**src/rtl/core/gww_pkg.sv**
```systemverilog
// Package with the shared types and constants of the greedy word wrap block.
package gww_pkg;

   localparam int BYTE_W   = 8;
   localparam int CFG_W    = 12;
   localparam int COLUMN_W = 13;

   localparam logic [BYTE_W-1:0] CHAR_SPACE   = 8'h20;
   localparam logic [BYTE_W-1:0] CHAR_NEWLINE = 8'h0A;
   localparam logic [CFG_W-1:0]  LINE_WIDTH_RESET = 12'd80;

   typedef enum logic [1:0] {
      ST_IDLE,
      ST_SEP,
      ST_WORD,
      ST_NL
   } gww_state_type;

   typedef struct packed {
      logic store;
      logic flush_start;
      logic load_sep;
      logic load_char;
      logic load_nl;
      logic run_end;
   } gww_cmd_type;

   typedef struct packed {
      logic word_empty;
      logic line_started;
      logic last_char;
      logic out_free;
   } gww_status_type;

endpackage

```
**src/rtl/core/gww_ifs.sv**
```systemverilog
// Channel interfaces of the greedy word wrap block.
interface gww_req_if;
   logic       valid;
   logic       ready;
   logic [7:0] text_byte;
   logic       end_of_text;
   modport source (output valid, output text_byte, output end_of_text, input ready);
   modport sink (input valid, input text_byte, input end_of_text, output ready);
endinterface

interface gww_rsp_if;
   logic       valid;
   logic       ready;
   logic [7:0] out_byte;
   logic       run_last;
   logic       word_truncated;
   modport source (output valid, output out_byte, output run_last, output word_truncated,
                   input ready);
   modport sink (input valid, input out_byte, input run_last, input word_truncated,
                 output ready);
endinterface

interface gww_csr_if;
   logic        valid;
   logic        ready;
   logic [11:0] line_width;
   modport source (output valid, output line_width, input ready);
   modport sink (input valid, input line_width, output ready);
endinterface

```
**src/rtl/core/gww_ctrl.sv**
```systemverilog
// Controller state machine that sequences the emission of each word's run.
module gww_ctrl (
   input  logic                    clock,
   input  logic                    reset,
   input  logic                    req_valid,
   input  logic [7:0]              req_text_byte,
   input  logic                    req_end_of_text,
   output logic                    req_ready,
   input  gww_pkg::gww_status_type status,
   output gww_pkg::gww_cmd_type    cmd
);
   import gww_pkg::*;

   gww_state_type state_ff;
   gww_state_type state_in;
   logic          eot_pending_ff;
   logic          eot_pending_in;
   logic          is_delim;

   assign is_delim = (req_text_byte == CHAR_SPACE) || (req_text_byte == CHAR_NEWLINE);

   always_ff @(posedge clock) begin
      if (reset) begin
         state_ff       <= ST_IDLE;
         eot_pending_ff <= 1'b0;
      end else begin
         state_ff       <= state_in;
         eot_pending_ff <= eot_pending_in;
      end
   end

   always_comb begin
      state_in       = state_ff;
      eot_pending_in = eot_pending_ff;
      cmd            = '0;
      req_ready      = 1'b0;
      case (state_ff)
         ST_IDLE: begin
            req_ready = 1'b1;
            if (req_valid) begin
               if (req_end_of_text) begin
                  eot_pending_in = 1'b1;
                  if (status.word_empty) begin
                     state_in = ST_NL;
                  end else begin
                     cmd.flush_start = 1'b1;
                     state_in = status.line_started ? ST_SEP : ST_WORD;
                  end
               end else if (is_delim) begin
                  if (!status.word_empty) begin
                     eot_pending_in  = 1'b0;
                     cmd.flush_start = 1'b1;
                     state_in = status.line_started ? ST_SEP : ST_WORD;
                  end
               end else begin
                  cmd.store = 1'b1;
               end
            end
         end
         ST_SEP: begin
            if (status.out_free) begin
               cmd.load_sep = 1'b1;
               state_in = ST_WORD;
            end
         end
         ST_WORD: begin
            if (status.out_free) begin
               cmd.load_char = 1'b1;
               cmd.run_end   = status.last_char && !eot_pending_ff;
               if (status.last_char) begin
                  state_in = eot_pending_ff ? ST_NL : ST_IDLE;
               end
            end
         end
         ST_NL: begin
            if (status.out_free) begin
               cmd.load_nl    = 1'b1;
               eot_pending_in = 1'b0;
               state_in       = ST_IDLE;
            end
         end
         default: begin
            state_in = ST_IDLE;
         end
      endcase
   end

endmodule

```
**src/rtl/core/gww_dp.sv**
```systemverilog
// Datapath with the word buffer, line state, width register and output register.
module gww_dp #(
   parameter int MAX_WORD = 32
) (
   input  logic                    clock,
   input  logic                    reset,
   input  logic [7:0]              req_text_byte,
   input  logic                    csr_valid,
   input  logic [11:0]             csr_line_width,
   input  gww_pkg::gww_cmd_type    cmd,
   output gww_pkg::gww_status_type status,
   input  logic                    rsp_ready,
   output logic                    rsp_valid,
   output logic [7:0]              rsp_out_byte,
   output logic                    rsp_run_last,
   output logic                    rsp_word_truncated
);
   import gww_pkg::*;

   localparam int LEN_W = $clog2(MAX_WORD + 1);
   localparam int IDX_W = (MAX_WORD > 1) ? $clog2(MAX_WORD) : 1;

   logic [BYTE_W-1:0]   word_store [MAX_WORD];
   logic [LEN_W-1:0]    word_len_ff;
   logic [IDX_W-1:0]    rd_cnt_ff;
   logic [COLUMN_W-1:0] column_ff;
   logic                line_started_ff;
   logic                overflow_ff;
   logic                fits_ff;
   logic [CFG_W-1:0]    line_width_ff;
   logic                rsp_valid_ff;
   logic [BYTE_W-1:0]   out_byte_ff;
   logic                run_last_ff;
   logic                trunc_ff;
   logic [COLUMN_W:0]   need;
   logic                fits;
   logic                last_char;
   logic                out_free;

   assign need      = {1'b0, column_ff} + (COLUMN_W + 1)'(word_len_ff) + (COLUMN_W + 1)'(1);
   assign fits      = line_started_ff && (need <= (COLUMN_W + 1)'(line_width_ff));
   assign last_char = (LEN_W'(rd_cnt_ff) + LEN_W'(1)) == word_len_ff;
   assign out_free  = !rsp_valid_ff || rsp_ready;

   assign status.word_empty   = (word_len_ff == '0);
   assign status.line_started = line_started_ff;
   assign status.last_char    = last_char;
   assign status.out_free     = out_free;

   always_ff @(posedge clock) begin
      if (cmd.store && (word_len_ff < LEN_W'(MAX_WORD))) begin
         word_store[word_len_ff[IDX_W-1:0]] <= req_text_byte;
      end
   end

   always_ff @(posedge clock) begin
      if (reset) begin
         word_len_ff     <= '0;
         column_ff       <= '0;
         line_started_ff <= 1'b0;
         overflow_ff     <= 1'b0;
         line_width_ff   <= LINE_WIDTH_RESET;
         rsp_valid_ff    <= 1'b0;
         rd_cnt_ff       <= '0;
         fits_ff         <= 1'b0;
      end else begin
         if (csr_valid) begin
            line_width_ff <= csr_line_width;
         end
         if (cmd.store) begin
            if (word_len_ff < LEN_W'(MAX_WORD)) begin
               word_len_ff <= word_len_ff + LEN_W'(1);
            end else begin
               overflow_ff <= 1'b1;
            end
         end
         if (cmd.flush_start) begin
            rd_cnt_ff       <= '0;
            fits_ff         <= fits;
            line_started_ff <= 1'b1;
            if (fits) begin
               column_ff <= need[COLUMN_W-1:0];
            end else begin
               column_ff <= COLUMN_W'(word_len_ff);
            end
         end
         if (cmd.load_char) begin
            rd_cnt_ff <= rd_cnt_ff + IDX_W'(1);
            if (last_char) begin
               word_len_ff <= '0;
               overflow_ff <= 1'b0;
            end
         end
         if (cmd.load_nl) begin
            column_ff       <= '0;
            line_started_ff <= 1'b0;
            word_len_ff     <= '0;
            overflow_ff     <= 1'b0;
         end
         if (cmd.load_sep || cmd.load_char || cmd.load_nl) begin
            rsp_valid_ff <= 1'b1;
         end else if (rsp_ready) begin
            rsp_valid_ff <= 1'b0;
         end
      end
   end

   always_ff @(posedge clock) begin
      if (cmd.load_sep) begin
         out_byte_ff <= fits_ff ? CHAR_SPACE : CHAR_NEWLINE;
         run_last_ff <= 1'b0;
         trunc_ff    <= overflow_ff;
      end else if (cmd.load_char) begin
         out_byte_ff <= word_store[rd_cnt_ff];
         run_last_ff <= cmd.run_end;
         trunc_ff    <= overflow_ff;
      end else if (cmd.load_nl) begin
         out_byte_ff <= CHAR_NEWLINE;
         run_last_ff <= 1'b1;
         trunc_ff    <= 1'b0;
      end
   end

   assign rsp_valid          = rsp_valid_ff;
   assign rsp_out_byte       = out_byte_ff;
   assign rsp_run_last       = run_last_ff;
   assign rsp_word_truncated = trunc_ff;

endmodule

```
**src/rtl/core/greedy_word_wrap_core.sv**
```systemverilog
// Top level of the greedy word wrap block: controller, datapath and assertions.
// A character item causes no result and leaves the input ready for the next item.
// A delimiter that ends a word, or an end-of-text item, moves the controller to its
// separator, word or newline state; the emit sequencer then loads one byte per cycle
// into the single output register while it is free. A flushing item stalls the input
// until its run of at most MAX_WORD + 2 bytes is loaded, which waits on the result side.
// Synchronous active-high reset clears the word, the line state and sets the width to 80.
module greedy_word_wrap_core #(
   parameter int MAX_WORD = 32
) (
   input  logic      clock,
   input  logic      reset,
   gww_req_if.sink   req,
   gww_rsp_if.source rsp,
   gww_csr_if.sink   csr
);
   import gww_pkg::*;

   gww_cmd_type    cmd;
   gww_status_type status;
   logic           eot_pending;

   assign csr.ready = 1'b1;

   gww_ctrl u_ctrl (
      .clock           (clock),
      .reset           (reset),
      .req_valid       (req.valid),
      .req_text_byte   (req.text_byte),
      .req_end_of_text (req.end_of_text),
      .req_ready       (req.ready),
      .status          (status),
      .cmd             (cmd)
   );

   gww_dp #(
      .MAX_WORD (MAX_WORD)
   ) u_dp (
      .clock              (clock),
      .reset              (reset),
      .req_text_byte      (req.text_byte),
      .csr_valid          (csr.valid),
      .csr_line_width     (csr.line_width),
      .cmd                (cmd),
      .status             (status),
      .rsp_ready          (rsp.ready),
      .rsp_valid          (rsp.valid),
      .rsp_out_byte       (rsp.out_byte),
      .rsp_run_last       (rsp.run_last),
      .rsp_word_truncated (rsp.word_truncated)
   );

   assign eot_pending = req.valid && req.ready && req.end_of_text;

   a_eot_busy: assert property (@(posedge clock) disable iff (reset)
      eot_pending |=> !req.ready)
      else $error("end-of-text item did not start a flush");

   a_char_idle: assert property (@(posedge clock) disable iff (reset)
      (req.valid && req.ready && !req.end_of_text && cmd.store) |=> req.ready)
      else $error("character item left the controller busy");

   a_skip_idle: assert property (@(posedge clock) disable iff (reset)
      (req.valid && req.ready && !req.end_of_text && status.word_empty && !cmd.store)
      |=> req.ready)
      else $error("delimiter with no pending word caused work");

   a_one_load: assert property (@(posedge clock) disable iff (reset)
      $onehot0({cmd.load_sep, cmd.load_char, cmd.load_nl}))
      else $error("more than one output byte loaded in a cycle");

endmodule
```
**src/flat_wrapper.sv**
```systemverilog
// flat-port wrapper written by rule: the top's interface ports become plain ports
module greedy_word_wrap_core_flat import gww_pkg::*;
#(
   parameter int MAX_WORD = 32
)
  (clock, reset, req_valid, req_text_byte, req_end_of_text, req_ready, rsp_valid, rsp_out_byte, rsp_run_last, rsp_word_truncated, rsp_ready, csr_valid, csr_line_width, csr_ready);
  gww_req_if req_i ();
  gww_rsp_if rsp_i ();
  gww_csr_if csr_i ();
  input  logic clock;
  input  logic reset;
  input wire logic [$bits(req_i.valid)-1:0] req_valid;
  input wire logic [$bits(req_i.text_byte)-1:0] req_text_byte;
  input wire logic [$bits(req_i.end_of_text)-1:0] req_end_of_text;
  output wire logic [$bits(req_i.ready)-1:0] req_ready;
  output wire logic [$bits(rsp_i.valid)-1:0] rsp_valid;
  output wire logic [$bits(rsp_i.out_byte)-1:0] rsp_out_byte;
  output wire logic [$bits(rsp_i.run_last)-1:0] rsp_run_last;
  output wire logic [$bits(rsp_i.word_truncated)-1:0] rsp_word_truncated;
  input wire logic [$bits(rsp_i.ready)-1:0] rsp_ready;
  input wire logic [$bits(csr_i.valid)-1:0] csr_valid;
  input wire logic [$bits(csr_i.line_width)-1:0] csr_line_width;
  output wire logic [$bits(csr_i.ready)-1:0] csr_ready;
  assign req_i.valid = req_valid;
  assign req_i.text_byte = req_text_byte;
  assign req_i.end_of_text = req_end_of_text;
  assign req_ready = req_i.ready;
  assign rsp_valid = rsp_i.valid;
  assign rsp_out_byte = rsp_i.out_byte;
  assign rsp_run_last = rsp_i.run_last;
  assign rsp_word_truncated = rsp_i.word_truncated;
  assign rsp_i.ready = rsp_ready;
  assign csr_i.valid = csr_valid;
  assign csr_i.line_width = csr_line_width;
  assign csr_ready = csr_i.ready;
  greedy_word_wrap_core #(.MAX_WORD(MAX_WORD)) u_core (.clock(clock), .reset(reset), .req(req_i), .rsp(rsp_i), .csr(csr_i));
endmodule
```
**config.mk**
```make
export PLATFORM = sky130hd
export DESIGN_NAME = greedy_word_wrap_core_flat
export DESIGN_NICKNAME = d
export VERILOG_FILES = /design/src/rtl/core/gww_pkg.sv /design/src/rtl/core/gww_ifs.sv /design/src/rtl/core/gww_ctrl.sv /design/src/rtl/core/gww_dp.sv /design/src/rtl/core/greedy_word_wrap_core.sv /design/src/flat_wrapper.sv
export SDC_FILE = /design/constraint.sdc
export NUM_CORES = 1
export LEC_CHECK = 0
export ABC_AREA = 1
export BUFFER_PORTS_ARGS = -buffer_cell sky130_fd_sc_hd__buf_2
export CAP_MARGIN = 20
export CELL_PAD_IN_SITES_DETAIL_PLACEMENT = 0
export CELL_PAD_IN_SITES_GLOBAL_PLACEMENT = 1
export CORE_MARGIN = 4
export CORE_UTILIZATION = 50
export CTS_BUF_LIST = sky130_fd_sc_hd__clkbuf_8 sky130_fd_sc_hd__clkbuf_16
export DETAILED_ROUTE_END_ITERATION = 16
export PLACE_DENSITY_LB_ADDON = 0.15
export SYNTH_ARGS = -nofsm -noshare
export SYNTH_HDL_FRONTEND = slang
export SYNTH_SLANG_ARGS = --single-unit
```
**constraint.sdc**
```tcl
create_clock -name clock -period 3.3 [get_ports clock]
set_input_delay 0.165 -clock clock [delete_from_list [all_inputs] [get_ports clock]]
set_output_delay 0.165 -clock clock [all_outputs]
set_load 0.03 [all_outputs]
```
# == Word-level counts from Yosys, hierarchy flattened ==
# Memories as Yosys holds them, arrays and structs flattened. A register that Yosys moved wholly into a read port is not among the register bits.
# Index checks and enable logic that the tools add are counted.
# word_totals
latchBits,0
register_bits,53
mem_bits_ro,0
word_cells,111
in_bits,26
memories,1
ram_bits,256
output_inout_bits,13
# classes
n_lt_le_gt_ge,2
n_div,0
n_addsub,5
mul,0
bitwise_logic,0
mux,58
n_eq_ne,13
reduce_logical,19
n_shift,0
# mem_list
name,words,word_bits,rd,rd_clocked_by_memory_dff,write_ports,line,source
u_core.u_dp.word_store,32,8,1,1,1,gww_dp.sv:23,logic [BYTE_W-1:0] word_store [MAX_WORD];
# ops
operator,count
2-to-1 mux 1 bit,30
2-to-1 mux 6 bit,5
2-to-1 mux 2 bit,13
2-to-1 mux 8 bit,3
2-to-1 mux 5 bit,4
adder 13 x 6 -> 14 bit,1
adder 14 x 1 -> 14 bit (second input constant),1
<= comparator 14 x 12 -> 1 bit,1
2-to-1 mux 13 bit,1
inequality test 2 bit (second input constant),5
== test 8 x 4 -> 1 bit (second input constant),1
== test 8 x 6 -> 1 bit (second input constant),1
one-hot mux 2 bit (4 select lines),1
nonzero test 2 bit,4
AND reduction 7 bit,1
adder 5 x 1 -> 6 bit (second input constant),1
adder 6 x 1 -> 6 bit (second input constant),1
== test 6 bit,1
zero test 6 bit,1
< comparator 6 bit (second input constant),1
inequality test 3 bit (second input constant),2
adder 5 x 1 -> 5 bit (second input constant),1
AND reduction 5 bit,1
== test 2 bit (second input constant),2
8 further kinds,14

# == Logic depth before layout (Yosys ltp) ==
# logic_depth
depth_word,10
mapped_depth,23

# == By module ==
# A second synthesis with hierarchy kept.
# hier_totals
hier_cells,1203
hier_area_um2,13421.6
# modules_own_cells
mod,cells_each,seq_area_each_um2,area_each_um2,instances
gww_dp,1129,8878.5,13021.2,1
gww_ctrl,72,60.1,389.1,1
greedy_word_wrap_core,2,0.0,11.3,1

# == Worst setup path before layout ==
# OpenSTA, ideal clock, no wires.
# synth_path
kind,reg-to-reg
startpoint,register u_core.u_dp.word_len_ff[0]
endpoint,register u_core.u_dp.column_ff[3]
t_required_ns,3.236
stages_incl_launch_ff,20
synth_period_minus_slack_ns,2.928
slack_ns,0.372
arrival_time_ns,2.864
n_path_buf,1
setup_ns,0.064
path_cell_list,dfxtp_1 > inv_1 > ha_1 > inv_1 > fa_1 > nand3_1 > nand2_1 > a31oi_1 > nor2_1 > xor2_1 > ha_1 > nand2_1 > o21ai_0 > nand4_1 > nand3_2 > nand2_4 > buf_8 > a21oi_1 > nor2_1 > nor2_1
# synth_via
elab_chain_len,6
word_cells_on_any_way,11
cone_classes,2 x add/sub; 1 x order compare; 6 x mux; 2 x reduce/logical
# synth_rtl
element,line,source
"start, declared",gww_dp.sv:24,logic [LEN_W-1:0] word_len_ff;
"start signal, assigned",gww_dp.sv:72,word_len_ff <= word_len_ff + LEN_W'(1);
branches (longest 6 deep; another with adder 13 x 6 -> 14 bit),n/a,
"end signal, assigned",gww_dp.sv:82,column_ff <= need[COLUMN_W-1:0];
"end signal, assigned",gww_dp.sv:84,column_ff <= COLUMN_W'(word_len_ff);
"end, declared",gww_dp.sv:26,logic [COLUMN_W-1:0] column_ff;
# Several ways; the timed one is not identified.
# A chain may end at the register's enable or synchronous reset.

# == Worst setup path in the final report ==
# layout_path
startpoint,register u_core.u_dp.word_len_ff[4]
endpoint,register u_core.u_dp.column_ff[9]
# Same word-level chain as after synthesis.

==> results.yml <==
status:
  outcome: "completed"
synthesis:
  yosysTopAreaCellShare_pct: 59.8
  synth_area_leader_cell: "edfxtp_1"
  synth-edff-count: 265
  yosys_warnings: 0
  seq_area_frac_synth_pct: 67.2
  ys_types: 43
  postSynth.asyncResetShare_pct: 0
  syn_inst: 1187
  synth_flop_cell: "edfxtp_1"
  synth_area_leaders: "edfxtp_1, dfxtp_1, nor2_1"
  synth_fp_nets: 1237
  synth-seq-cells: 314
  synth.cell_area_um2: 13300
  avgSynthCellArea_um2: 11.2
grt:
  grt_start_max_net_pins: 69
  grt_pass1_vias: 8954
  grt_use_total_pct: 22.4
  met3_usage_pct: 3.95
  met2_usage_pct: 36.9
  grt_pass1_wl_mm: 50.7
  grt_overflow: 0
  busiest_layer: "met2"
  antenna_found_initial: 1
  globalRouteMet1Util_pct: 30.5
power_and_ir_drop:
  p_total_mw: 10.0
  vdd_ir_drop_max_mv: 0.383
  p_per_area_nw_per_um2: 649
  leakagePower_nw: 5.53
sta:
  fin_ws_ps: 246
  hold_viol_final: 0
  period_share_pct: 92.5
  finalMaxSlewViolations: 0
  setup-violations-final: 0
  whs_ps: 39.9
  worst_pin_slew_ps: 827
  fin_setup_tns_ps: 0
  skew_ps: 21.0
  slew_headroom_pct: 44.8
  period_needed_ps: 3050
  max_freq_ghz: 0.327
drt:
  drc: 0
  drt_wl_total_mm: 32.9
  viasPerCell: 5.64
  num_vias: 9272
  drtPass1Iterations: 5
  drt_iter0_markers: 894
  wl_per_cell_um: 20.0
  drtAntennaViolNets: 0
final_layout:
  layout-drive-gt1-share_pct: 13.8
  layout_common_cells: "edfxtp_1, nor2_1, o21ai_0"
  area_growth_pct: 16.4
  fill_cells: 2202
  seq_area_um2: 8940
  final_common_cell: "edfxtp_1"
  fin_area_um2: 15500
  layout.nets: 1334
  antenna_cells: 0
  multi_input_area_um2: 3890
job:
  drv_cap: 0
floorplan:
  die_x_um: 171
  pin_count: 39
  die_h_um: 171
  start_util_pct: 50.9
  rows: 59
  core_area_um2: 26100
  die_area_um2: 29300
placed_design:
  place_ws_ps: 121
  gp_congestion: 0.819
  hpwl_mm: 20.5
  portBuffers: 37
  place_area_um2: 14100
worst_setup_path:
  cp-end-kind: "flip-flop"
  crit_fanout: 7
  worstSetupPathType: "flip-flop to flip-flop"
  worstSetupStartpointType: "flip-flop"
  critPathRequiredTime_ps: 3720
  crit_arrival_ps: 3480
clock_network:
  cts.sinks: 314
  cts_tree: "done"
  clk_pin_slew_ps: 60
  cts_inserted_buffers: 35
  cts_max_path_buffers: 3
  worstSkewPairLatency_ps: 510
  root_buffer: "clkbuf_16"
  h-tree-depth: 2
min_path:
  hold_class: "primary input to flip-flop"
[flip-flops by register name, indices dropped and copies added (netlist names), 2 cells and up, named ones only]
| signal | flops |
|---|---|
| u_core.u_dp.rsp_out_byte | 8 |
| u_core.u_dp.column_ff | 13 |
| u_core.u_ctrl.state_ff | 2 |
| u_core.u_dp.line_width_ff | 12 |
| u_core.u_dp.word_len_ff | 6 |
| u_core.u_dp.word_store | 256 |
| u_core.u_dp.rd_cnt_ff | 5 |
[cells in the mapped netlist (10+ instances only)]
master,n
o221ai_1,41
o22ai_1,25
clkbuf_1,47
nor2_1,232
nand4_1,14
edfxtp_1,265
inv_1,60
dfxtp_1,49
buf_2,13
nand2_1,94
nand3_1,47
xor2_1,10
o21ai_0,159
a21oi_1,46
nor3_1,10
ha_1,23
[worst max-delay path, cell delays in order, from the launching register on]
cell and delay [ps]:
dfxtp_1 310, ha_1 390, nand2_1 120, inv_1 40, nand2_1 50, nand3_1 180
a21boi_2 260, nor3_1 80, xor2_1 170, ha_1 320, nand2_1 80, nor2_1 150
nand4_1 250, nand2_4 220, buf_12 130, nand4_1 90, a21oi_1 170
[path summary, 6_finish.rpt]
kind | slack [ps] | cells past startpoint | startpoint | to
min | 40 | 1 | req_text_byte[3] | u_core.u_dp.word_store[26][3]$_DFFE_PP_
min reg2reg | 450 | 2 | u_core.u_dp.rsp_run_last$_SDFFE_PP0P_ | u_core.u_dp.rsp_run_last$_SDFFE_PP0P_
max reg2reg | 250 | 16 | u_core.u_dp.word_len_ff[4]$_SDFF_PP0_ | u_core.u_dp.column_ff[9]$_SDFFE_PP0P_
max | 250 | 16 | u_core.u_dp.word_len_ff[4]$_SDFF_PP0_ | u_core.u_dp.column_ff[9]$_SDFFE_PP0P_
[through the flow]
stage / utilization, % / instances
after global placement: 54.1 / 1558
after detailed placement: 54.1 / 1558
final: 59.2 / 1643
after floorplan: - / 1187
after global routing: 59.2 / 1643
after CTS: 58.9 / 1638
[power breakdown]
| part | total, mW | internal (mW) | switching [mW] |
|---|---|---|---|
| clock network | 3.62 | 2.11 | 1.51 |
| logic | 1.88 | 0.558 | 1.33 |
| registers | 4.53 | 4.45 | 0.0872 |
| total | 10.0 | 7.11 | 2.93 |
[final cells by class]
cell class	count	share of cell area (%)
Tap cell	335	2.71
Multi-Input combinational cell	746	25.1
Timing Repair Buffer	123	5.84
Inverter	64	1.56
Clock buffer	38	6.00
Clock inverter	23	0.970
Sequential cell	314	57.8
[cells by family (layout without fill, tap and decap cells)]
group                      after synthesis  count (layout)  synth area share, %
adders and majority gates               24              24                 2.31
xor gates and xnor gates                16              16                 1.05
AOI/OAI and AO/OA                      293             293                 12.8
DFF                                    314             314                 67.2
and+or+nand+nor                        411             412                 12.8
other                                    1               1               0.0282
buffers and inverters                  128             248                 3.85
[timing repair]
action | 4_1_cts | 5_1_grt
gates resized for setup | 0 | 9
setup buffers | 0 | 4
endpoints found under the hold margin | 14 | 0
hold buffers | 19 | 0
setup endpoints to repair | 0 | 13
[per-layer routing]
metal / wire length, um / part of all wire (%)
met1: 14200 / 43
met2: 15700 / 48
met3: 1960 / 6.0
met4: 995 / 3.0
met5: 13 / 0.039
(Power assumes the default switching activity.)
